===== src/design/pthc_pkg.sv =====
// Shared types, widths and constants for the point transform and height colour unit.
// Depends on nothing; every other design file refers to it by scoped names.

package pthc_pkg;

    // Field formats.
    localparam int COORD_W         = 32;
    localparam int QUAT_W          = 16;
    localparam int QUAT_FRAC       = 14;
    localparam int COORD_FRAC_BITS = 16;
    localparam int CFG_W           = 32;
    localparam int CFG_IDX_W       = 3;
    localparam int LEVEL_W         = 8;

    // Internal widths of the rotation datapath, each just wide enough to be exact.
    localparam int PROD_W  = QUAT_W + COORD_W;       // q * v
    localparam int CROSS_W = PROD_W + 1;             // q x v
    localparam int T_SHIFT = QUAT_FRAC - 1;          // t = 2 * (q x v), rounded
    localparam int T_W     = CROSS_W - T_SHIFT;
    localparam int RPROD_W = QUAT_W + T_W;           // q * t
    localparam int RSUM_W  = RPROD_W + 2;            // w*t + q x t
    localparam int ROT_W   = RSUM_W - QUAT_FRAC;
    localparam int WIDE_W  = ROT_W + 2;              // v + rotated term + shift
    localparam int DIFF_W  = WIDE_W + 1;             // height above the floor
    localparam int NUM_W   = DIFF_W + 1;             // span minus that height
    localparam int SPAN_W  = COORD_W + 1;

    // Colour divider: 2 * 255 * num / span, one quotient bit per stage.
    localparam int DIV_STEPS   = LEVEL_W;
    localparam int DEN_W       = COORD_W;
    localparam int NUMER_W     = COORD_W + DIV_STEPS;
    localparam int LEVEL_SCALE = 510;

    // Pipeline depths.
    localparam int ROT_STAGES = 5;
    localparam int LEVEL_LAT  = DIV_STEPS + 1;
    localparam int PIPE_DEPTH = ROT_STAGES + 1 + LEVEL_LAT + 1;

    localparam logic [LEVEL_W-1:0]        LEVEL_FULL = '1;
    localparam logic signed [COORD_W-1:0] COORD_MAX  = 32'sh7FFF_FFFF;
    localparam logic signed [COORD_W-1:0] COORD_MIN  = 32'sh8000_0000;

    // Reset values: unit quaternion, colour span of one metre.
    localparam logic [CFG_W-1:0] CFG_ROT_WX_RESET   = CFG_W'(1) << (QUAT_W + QUAT_FRAC);
    localparam logic [CFG_W-1:0] CFG_CEILING_RESET  = CFG_W'(1) << COORD_FRAC_BITS;

    typedef enum logic [CFG_IDX_W-1:0] {
        CFG_ROT_WX,
        CFG_ROT_YZ,
        CFG_SHIFT_X,
        CFG_SHIFT_Y,
        CFG_SHIFT_Z,
        CFG_FLOOR,
        CFG_CEILING
    } cfg_idx_t;

    typedef struct packed {
        logic signed [COORD_W-1:0] local_x;
        logic signed [COORD_W-1:0] local_y;
        logic signed [COORD_W-1:0] local_z;
    } point_t;

    typedef struct packed {
        logic signed [COORD_W-1:0] world_x;
        logic signed [COORD_W-1:0] world_y;
        logic signed [COORD_W-1:0] world_z;
        logic [LEVEL_W-1:0]        red_level;
        logic [LEVEL_W-1:0]        green_level;
        logic                      coord_saturated;
    } result_t;

    typedef struct packed {
        logic signed [QUAT_W-1:0]  quat_w;
        logic signed [QUAT_W-1:0]  quat_x;
        logic signed [QUAT_W-1:0]  quat_y;
        logic signed [QUAT_W-1:0]  quat_z;
        logic signed [COORD_W-1:0] shift_x;
        logic signed [COORD_W-1:0] shift_y;
        logic signed [COORD_W-1:0] shift_z;
        logic signed [COORD_W-1:0] color_floor;
        logic signed [COORD_W-1:0] color_ceiling;
    } cfg_t;

    typedef struct packed {
        logic signed [WIDE_W-1:0] wx;
        logic signed [WIDE_W-1:0] wy;
        logic signed [WIDE_W-1:0] wz;
    } wide_point_t;

    typedef struct packed {
        logic signed [COORD_W-1:0] world_x;
        logic signed [COORD_W-1:0] world_y;
        logic signed [COORD_W-1:0] world_z;
        logic                      coord_saturated;
    } world_t;

endpackage


===== src/design/pthc_level_div.sv =====
// One colour lane: classifies the height against the span, then a pipelined
// restoring divider yields one quotient bit per stage. Depends on pthc_pkg.

module pthc_level_div (
    input  logic                                 clk,
    input  logic                                 rst_n,
    input  logic                                 in_valid,
    input  logic signed [pthc_pkg::NUM_W-1:0]    num,
    input  logic signed [pthc_pkg::SPAN_W-1:0]   span,
    input  logic                                 empty_full,
    output logic                                 out_valid,
    output logic [pthc_pkg::LEVEL_W-1:0]         level
);

    localparam int NUM_W     = pthc_pkg::NUM_W;
    localparam int SPAN_W    = pthc_pkg::SPAN_W;
    localparam int DEN_W     = pthc_pkg::DEN_W;
    localparam int NUMER_W   = pthc_pkg::NUMER_W;
    localparam int LEVEL_W   = pthc_pkg::LEVEL_W;
    localparam int DIV_STEPS = pthc_pkg::DIV_STEPS;

    logic [DIV_STEPS:0] vld_reg, vld_next;

    logic [NUMER_W-1:0] rem_reg  [0:DIV_STEPS];
    logic [NUMER_W-1:0] rem_next [0:DIV_STEPS];
    logic [DEN_W-1:0]   den_reg  [0:DIV_STEPS];
    logic [DEN_W-1:0]   den_next [0:DIV_STEPS];
    logic [LEVEL_W-1:0] q_reg    [0:DIV_STEPS];
    logic [LEVEL_W-1:0] q_next   [0:DIV_STEPS];
    logic               full_reg [0:DIV_STEPS];
    logic               full_next[0:DIV_STEPS];

    logic                     span_empty;
    logic                     num_empty;
    logic                     num_full;
    logic signed [NUM_W:0]    twice_num;
    logic [NUMER_W-1:0]       trial    [1:DIV_STEPS];
    logic                     take     [1:DIV_STEPS];

    assign vld_next = {vld_reg[DIV_STEPS-1:0], in_valid};

    // Classification: an empty span, a num at or below zero or at least half the
    // span, or a real division of 510 * num by the span. The quotient stages follow.
    always_comb
    begin
        span_empty   = span[SPAN_W-1] || (span == '0);
        num_empty    = num[NUM_W-1] || (num == '0);
        twice_num    = {num, 1'b0};
        num_full     = twice_num >= (NUM_W + 1)'(span);
        rem_next[0]  = '0;
        den_next[0]  = DEN_W'(1);
        q_next[0]    = '0;
        full_next[0] = 1'b0;
        if (span_empty)
        begin
            full_next[0] = empty_full;
        end
        else if (num_empty)
        begin
            full_next[0] = 1'b0;
        end
        else if (num_full)
        begin
            full_next[0] = 1'b1;
        end
        else
        begin
            // Here num is below half the span, so it fits the low word.
            rem_next[0] = NUMER_W'(num[DEN_W-1:0]) * NUMER_W'(pthc_pkg::LEVEL_SCALE);
            den_next[0] = span[DEN_W-1:0];
        end

        for (int s = 1; s <= DIV_STEPS; s++)
        begin
            trial[s]     = NUMER_W'(den_reg[s-1]) << (DIV_STEPS - s);
            take[s]      = rem_reg[s-1] >= trial[s];
            rem_next[s]  = take[s] ? rem_reg[s-1] - trial[s] : rem_reg[s-1];
            q_next[s]    = q_reg[s-1] |
                           (take[s] ? (LEVEL_W'(1) << (DIV_STEPS - s)) : LEVEL_W'(0));
            den_next[s]  = den_reg[s-1];
            full_next[s] = full_reg[s-1];
        end
    end

    always_ff @(posedge clk or negedge rst_n)
    begin
        if (!rst_n)
        begin
            vld_reg <= '0;
        end
        else
        begin
            vld_reg <= vld_next;
        end
    end

    always_ff @(posedge clk)
    begin
        for (int s = 0; s <= DIV_STEPS; s++)
        begin
            rem_reg[s]  <= rem_next[s];
            den_reg[s]  <= den_next[s];
            q_reg[s]    <= q_next[s];
            full_reg[s] <= full_next[s];
        end
    end

    assign out_valid = vld_reg[DIV_STEPS];
    assign level     = full_reg[DIV_STEPS] ? pthc_pkg::LEVEL_FULL : q_reg[DIV_STEPS];

    a_rem_below_den: assert property (@(posedge clk) disable iff (!rst_n)
        vld_reg[DIV_STEPS] |-> (rem_reg[DIV_STEPS] < NUMER_W'(den_reg[DIV_STEPS])))
        else $error("colour divider left a remainder not below the divisor");

    a_quotient_short: assert property (@(posedge clk) disable iff (!rst_n)
        (vld_reg[DIV_STEPS] && !full_reg[DIV_STEPS]) |->
            (q_reg[DIV_STEPS] != pthc_pkg::LEVEL_FULL))
        else $error("divided colour level reached full scale");

endmodule


===== src/design/pthc_height_color.sv =====
// World coordinate saturation and the red and green height colour lanes.
// Depends on pthc_pkg and pthc_level_div.

module pthc_height_color (
    input  logic                  clk,
    input  logic                  rst_n,
    input  logic                  in_valid,
    input  pthc_pkg::wide_point_t world,
    input  pthc_pkg::cfg_t        cfg,
    output logic                  out_valid,
    output pthc_pkg::result_t     result
);

    localparam int COORD_W   = pthc_pkg::COORD_W;
    localparam int WIDE_W    = pthc_pkg::WIDE_W;
    localparam int SPAN_W    = pthc_pkg::SPAN_W;
    localparam int DIFF_W    = pthc_pkg::DIFF_W;
    localparam int NUM_W     = pthc_pkg::NUM_W;
    localparam int LEVEL_W   = pthc_pkg::LEVEL_W;
    localparam int LEVEL_LAT = pthc_pkg::LEVEL_LAT;

    // Returns the saturation flag above the clamped 32-bit coordinate.
    function automatic logic [COORD_W:0] sat_coord(input logic signed [WIDE_W-1:0] w);
        logic fits;
        fits = (w[WIDE_W-1:COORD_W-1] == '0) || (w[WIDE_W-1:COORD_W-1] == '1);
        if (fits)
            return {1'b0, w[COORD_W-1:0]};
        else if (w[WIDE_W-1])
            return {1'b1, pthc_pkg::COORD_MIN};
        else
            return {1'b1, pthc_pkg::COORD_MAX};
    endfunction

    logic                      vld_a_reg;
    pthc_pkg::world_t          wa_reg, wa_next;
    logic signed [SPAN_W-1:0]  span_reg, span_next;
    logic signed [NUM_W-1:0]   red_num_reg, red_num_next;
    logic signed [NUM_W-1:0]   green_num_reg, green_num_next;
    logic signed [DIFF_W-1:0]  height;
    logic [COORD_W:0]          sat_x, sat_y, sat_z;

    pthc_pkg::world_t          dly_reg [0:LEVEL_LAT-1];

    logic                      red_valid, green_valid;
    logic [LEVEL_W-1:0]        red_level, green_level;

    always_comb
    begin
        sat_x                   = sat_coord(world.wx);
        sat_y                   = sat_coord(world.wy);
        sat_z                   = sat_coord(world.wz);
        wa_next.world_x         = sat_x[COORD_W-1:0];
        wa_next.world_y         = sat_y[COORD_W-1:0];
        wa_next.world_z         = sat_z[COORD_W-1:0];
        wa_next.coord_saturated = sat_x[COORD_W] | sat_y[COORD_W] | sat_z[COORD_W];
        // The colour follows the exact height, not the clamped one.
        span_next      = SPAN_W'(cfg.color_ceiling) - SPAN_W'(cfg.color_floor);
        height         = DIFF_W'(world.wz) - DIFF_W'(cfg.color_floor);
        red_num_next   = NUM_W'(span_next) - NUM_W'(height);
        green_num_next = NUM_W'(height);
    end

    always_ff @(posedge clk or negedge rst_n)
    begin
        if (!rst_n)
        begin
            vld_a_reg <= 1'b0;
        end
        else
        begin
            vld_a_reg <= in_valid;
        end
    end

    always_ff @(posedge clk)
    begin
        wa_reg        <= wa_next;
        span_reg      <= span_next;
        red_num_reg   <= red_num_next;
        green_num_reg <= green_num_next;
        dly_reg[0]    <= wa_reg;
        for (int i = 1; i < LEVEL_LAT; i++)
        begin
            dly_reg[i] <= dly_reg[i-1];
        end
    end

    // An empty span gives full red and no green.
    pthc_level_div u_red (
        .clk        (clk),
        .rst_n      (rst_n),
        .in_valid   (vld_a_reg),
        .num        (red_num_reg),
        .span       (span_reg),
        .empty_full (1'b1),
        .out_valid  (red_valid),
        .level      (red_level)
    );

    pthc_level_div u_green (
        .clk        (clk),
        .rst_n      (rst_n),
        .in_valid   (vld_a_reg),
        .num        (green_num_reg),
        .span       (span_reg),
        .empty_full (1'b0),
        .out_valid  (green_valid),
        .level      (green_level)
    );

    always_comb
    begin
        result.world_x         = dly_reg[LEVEL_LAT-1].world_x;
        result.world_y         = dly_reg[LEVEL_LAT-1].world_y;
        result.world_z         = dly_reg[LEVEL_LAT-1].world_z;
        result.coord_saturated = dly_reg[LEVEL_LAT-1].coord_saturated;
        result.red_level       = red_level;
        result.green_level     = green_level;
    end

    assign out_valid = red_valid & green_valid;

endmodule


===== config.mk =====
export PLATFORM = sky130hd
export DESIGN_NAME = pthc_height_color
export DESIGN_NICKNAME = d
export VERILOG_FILES = /design/src/design/pthc_pkg.sv /design/src/design/pthc_level_div.sv /design/src/design/pthc_height_color.sv
export SDC_FILE = /design/constraint.sdc
export NUM_CORES = 2
export LEC_CHECK = 0
export BUFFER_PORTS_ARGS = -buffer_cell sky130_fd_sc_hd__buf_2
export CORE_MARGIN = 2
export CORE_UTILIZATION = 25
export CTS_CLUSTER_SIZE = 20
export DETAILED_ROUTE_END_ITERATION = 6
export PLACE_DENSITY = 0.48
export SYNTH_ARGS = -nofsm -noshare
export SYNTH_HDL_FRONTEND = slang
export SYNTH_SLANG_ARGS = --single-unit

===== constraint.sdc =====
create_clock -name clk -period 7.9 [get_ports clk]
set_clock_uncertainty 0.15 [all_clocks]
set_input_delay 0.395 -clock clk [delete_from_list [all_inputs] [get_ports clk]]
set_output_delay 0.395 -clock clk [all_outputs]
set_load 0.01 [all_outputs]

==> flow_summary_export.csv <==
group,metric,value,unit
logic_synthesis,syn_area_per_cell,10.03,um^2
timing,period_share,0.8974,
final_layout,largest_reg_flops,873,
final_layout,stdcell_area,117400,um^2
route,drc,0,
place,place_congestion,0.8266,
route,routed_via_density,4.140,
clock_network,numClockSinks,2326,
setup_path,worstPathRequired,8.57,ns
route,drt-wirelength-per-cell,14.90,um
clock_network,clockBufferDepth,4,
route,drt-total-wl,237600,um
logic_synthesis,syn-num-nets,11410,
clock_network,cts_made_buffers,238,
timing,fmax,141.0,MHz
logic_synthesis,synth-seq-area-share,0.4692,
logic_synthesis,synthCells,9904,
final_layout,multi_input_area,46970,um^2
timing,hold_violations,0,
final_layout,fillers,41080,
logic_synthesis,synth_area,99350,um^2
logic_synthesis,synth_top_area_cell,"dfxtp_1",
worst_hold_path,hold_class,"primary input to flop",
logic_synthesis,synthArstFlopShare,0.004299,
setup_path,arrival,7.76,ns
logic_synthesis,synthFlopType,"dfxtp_1",
logic_synthesis,synth_edf_count,0,
floorplanning,rows,231,
place,dpl.hpwl,186800,um
flow_run,maxCapViolCount,0,
clock_network,clkLatencyLatePin,0.97,ns
floorplanning,ios,467,
clock_network,htreeDepth,4,
final_layout,area_growth,18.22,%
route,via_count,66030,
timing,rsz0062_at_grt,"no",
floorplanning,fp.dieW,634.4,um
setup_path,crit_path_start,"red_num_reg[4]$_DFF_P_",
floorplanning,die_h,634.4,um
place,place_area,106500,um^2
floorplanning,core,395700,um^2
logic_synthesis,synth_top_cells_by_area,"dfxtp_1 47%, ha_1 11%, fa_1 6.4%",
setup_path,critPathKind,"flop to flop",
setup_path,reg2reg_from,"red_num_reg[4]$_DFF_P_",
run_status,status,"finished, final reports clean",
timing,maxSlewViolCount,0,
route,first_pass_iters,5,
worst_hold_path,hold_start,"world[102]",
final_layout,final_util,0.2968,
setup_path,worst-path-max-fanout,5,
clock_network,cts_setup_buffers,0,
timing,max_slew_margin,0.2371,
logic_synthesis,yosys_warnings,0,
global_route,grt_overflow,0,
logic_synthesis,synth_seq_cells,2326,
setup_path,r2r_slack,0.81,ns
route,final_antenna_net_count,0,
timing,setup_ws,0.8103,ns
clock_network,cts_tree,"done",
global_route,grt.total_usage,0.1157,
timing,setup_tns,0,ns
clock_network,cts-root-buf,"clkbuf_16",
final_layout,fin_nets,12020,
global_route,antenna_found_initial,5,
timing,period_needed,7.090,ns
final_layout,seqCellArea,46610,um^2
floorplanning,die-area,402400,um^2
floorplanning,initial_utilization,0.2511,
clock_network,cts-resized-gates,0,
setup_path,end_kind,"flop",
global_route,grt_pass1_vias,66370,
place,pre_cts_slack,0.8753,ns
global_route,grt_max_degree,67,
place,io_buffers,306,
final_layout,drive_above_1_share,0.08548,
timing,worst_pin_slew,1.144,ns
logic_synthesis,yosysTopAreaCellShare,0.4667,
timing,setup_violations,0,
setup_path,startpoint_type,"flop",
logic_synthesis,synth.distinct_cells,92,
route,drt-initial-drc-count,2815,
global_route,grt_pass1_wl,370100,um
clock_network,clk_pin_slew,0.06,ns
==> cells in the mapped netlist (all sizes together), types with 83 or more instances <==
cell    count
a21o      431
a21oi     691
buf       121
clkbuf    140
dfxtp    2316
fa        317
ha        838
inv      1207
mux2       88
nand2     512
nand2b    116
nand3     124
nand4     122
nor2      638
nor2b     116
nor3      136
o21ai     475
o31ai      83
xnor2     316
xor2      231
==> cells in the final DEF, fill, tap and decap left out, types with 47 or more instances in the layout <==
cell type / n
nor2_1: 633
and3_1: 52
nand2_1: 511
nand4_1: 122
a31oi_1: 56
a21o_1: 431
inv_1: 1206
mux2_2: 88
nand2b_1: 113
nand3_1: 124
ha_1: 838
o21bai_1: 76
a21oi_1: 691
dlygate4sd3_1: 282
buf_2: 306
o21ai_0: 468
dfxtp_1: 2316
nor3_1: 135
clkbuf_16: 238
fa_1: 317
xor2_1: 231
xnor2_1: 315
o21a_1: 81
a211oi_1: 51
clkbuf_1: 48
or3_1: 47
nor2b_1: 116
o31ai_1: 79
nor4_1: 53
==> cell families after synthesis <==
| kind of cell | Yosys count | share of synthesized area |
|---|---|---|
| AOI/OAI and AO/OA | 2215 | 0.1406 |
| xor gates and xnor gates | 547 | 0.04830 |
| adders and majority gates | 1160 | 0.1699 |
| buffers and inverters | 1468 | 0.05931 |
| DFF | 2326 | 0.4692 |
| muxes | 102 | 0.01139 |
| and+or+nand+nor | 2086 | 0.1012 |
==> final timing paths <==
| check | to | cells after the start |
|---|---|---|
| worst min-delay path | wa_reg[83]$_DFF_P_ | 3 |
| worst max register to register | u_red.rem_reg[0][39]$_SDFF_PP0_ | 23 |
| worst min register to register | dly_reg[0][336]$_DFF_P_ | 0 |
| max in group asynchronous | u_green.vld_reg[6]$_DFF_PN0_ | 3 |
| min in group asynchronous | u_green.vld_reg[1]$_DFF_PN0_ | 3 |
| worst max-delay path | u_red.rem_reg[0][39]$_SDFF_PP0_ | 23 |
==> final cells by class <==
| cell class | instances | share of cell area |
|---|---|---|
| Multi-Input combinational cell | 6110 | 0.4000 |
| Sequential cell | 2326 | 0.3969 |
| Clock buffer | 329 | 0.05728 |
| Tap cell | 5242 | 0.05585 |
| Timing Repair Buffer | 628 | 0.03963 |
| Inverter | 1207 | 0.03858 |
| Clock inverter | 104 | 0.01176 |
| Antenna cell | 2 | 0.00004261 |
==> layer usage <==
| metal | wire length, um | track usage | share of wire |
|---|---|---|---|
| met5 | 0 | 0 | 0 |
| met4 | 12560 | 0.05775 | 0.053 |
| met3 | 7734 | 0.01647 | 0.033 |
| met2 | 109700 | 0.1956 | 0.46 |
| met1 | 107500 | 0.1434 | 0.45 |
==> critical path: stages (launching register included) <==
cell and delay (ns):
dfxtp_1 0.49, inv_1 0.17, fa_1 0.52, fa_1 0.55, inv_1 0.05, fa_1 0.47
inv_1 0.05, fa_1 0.48, inv_1 0.04, ha_1 0.21, a21o_1 0.19, a21o_1 0.17
a21o_1 0.17, a21o_1 0.17, a21o_1 0.17, a311o_1 0.42, a2111oi_0 0.67, nor4_1 0.17
a2111oi_0 0.65, o31ai_1 0.24, nor4_1 0.20, nor3_1 0.10, or3_1 0.35, a21oi_1 0.14
==> per-stage QoR <==
stage / hold slack [ns] / instances
detailed placement: 0.1122 / 15230
global placement: 0.1029 / 15230
finish: 0.07974 / 15950
floorplan: -0.05059 / 9904
CTS: 0.0007003 / 15950
global route: 0.03945 / 15950
==> what timing repair did <==
action,4_1_cts,5_1_grt
hold buffers,282,0
endpoints found under the hold margin,173,0
setup endpoints to repair,0,0
Power is not shown: default switching activity piles up to over one toggle a cycle in this logic, so the estimate is an artifact.
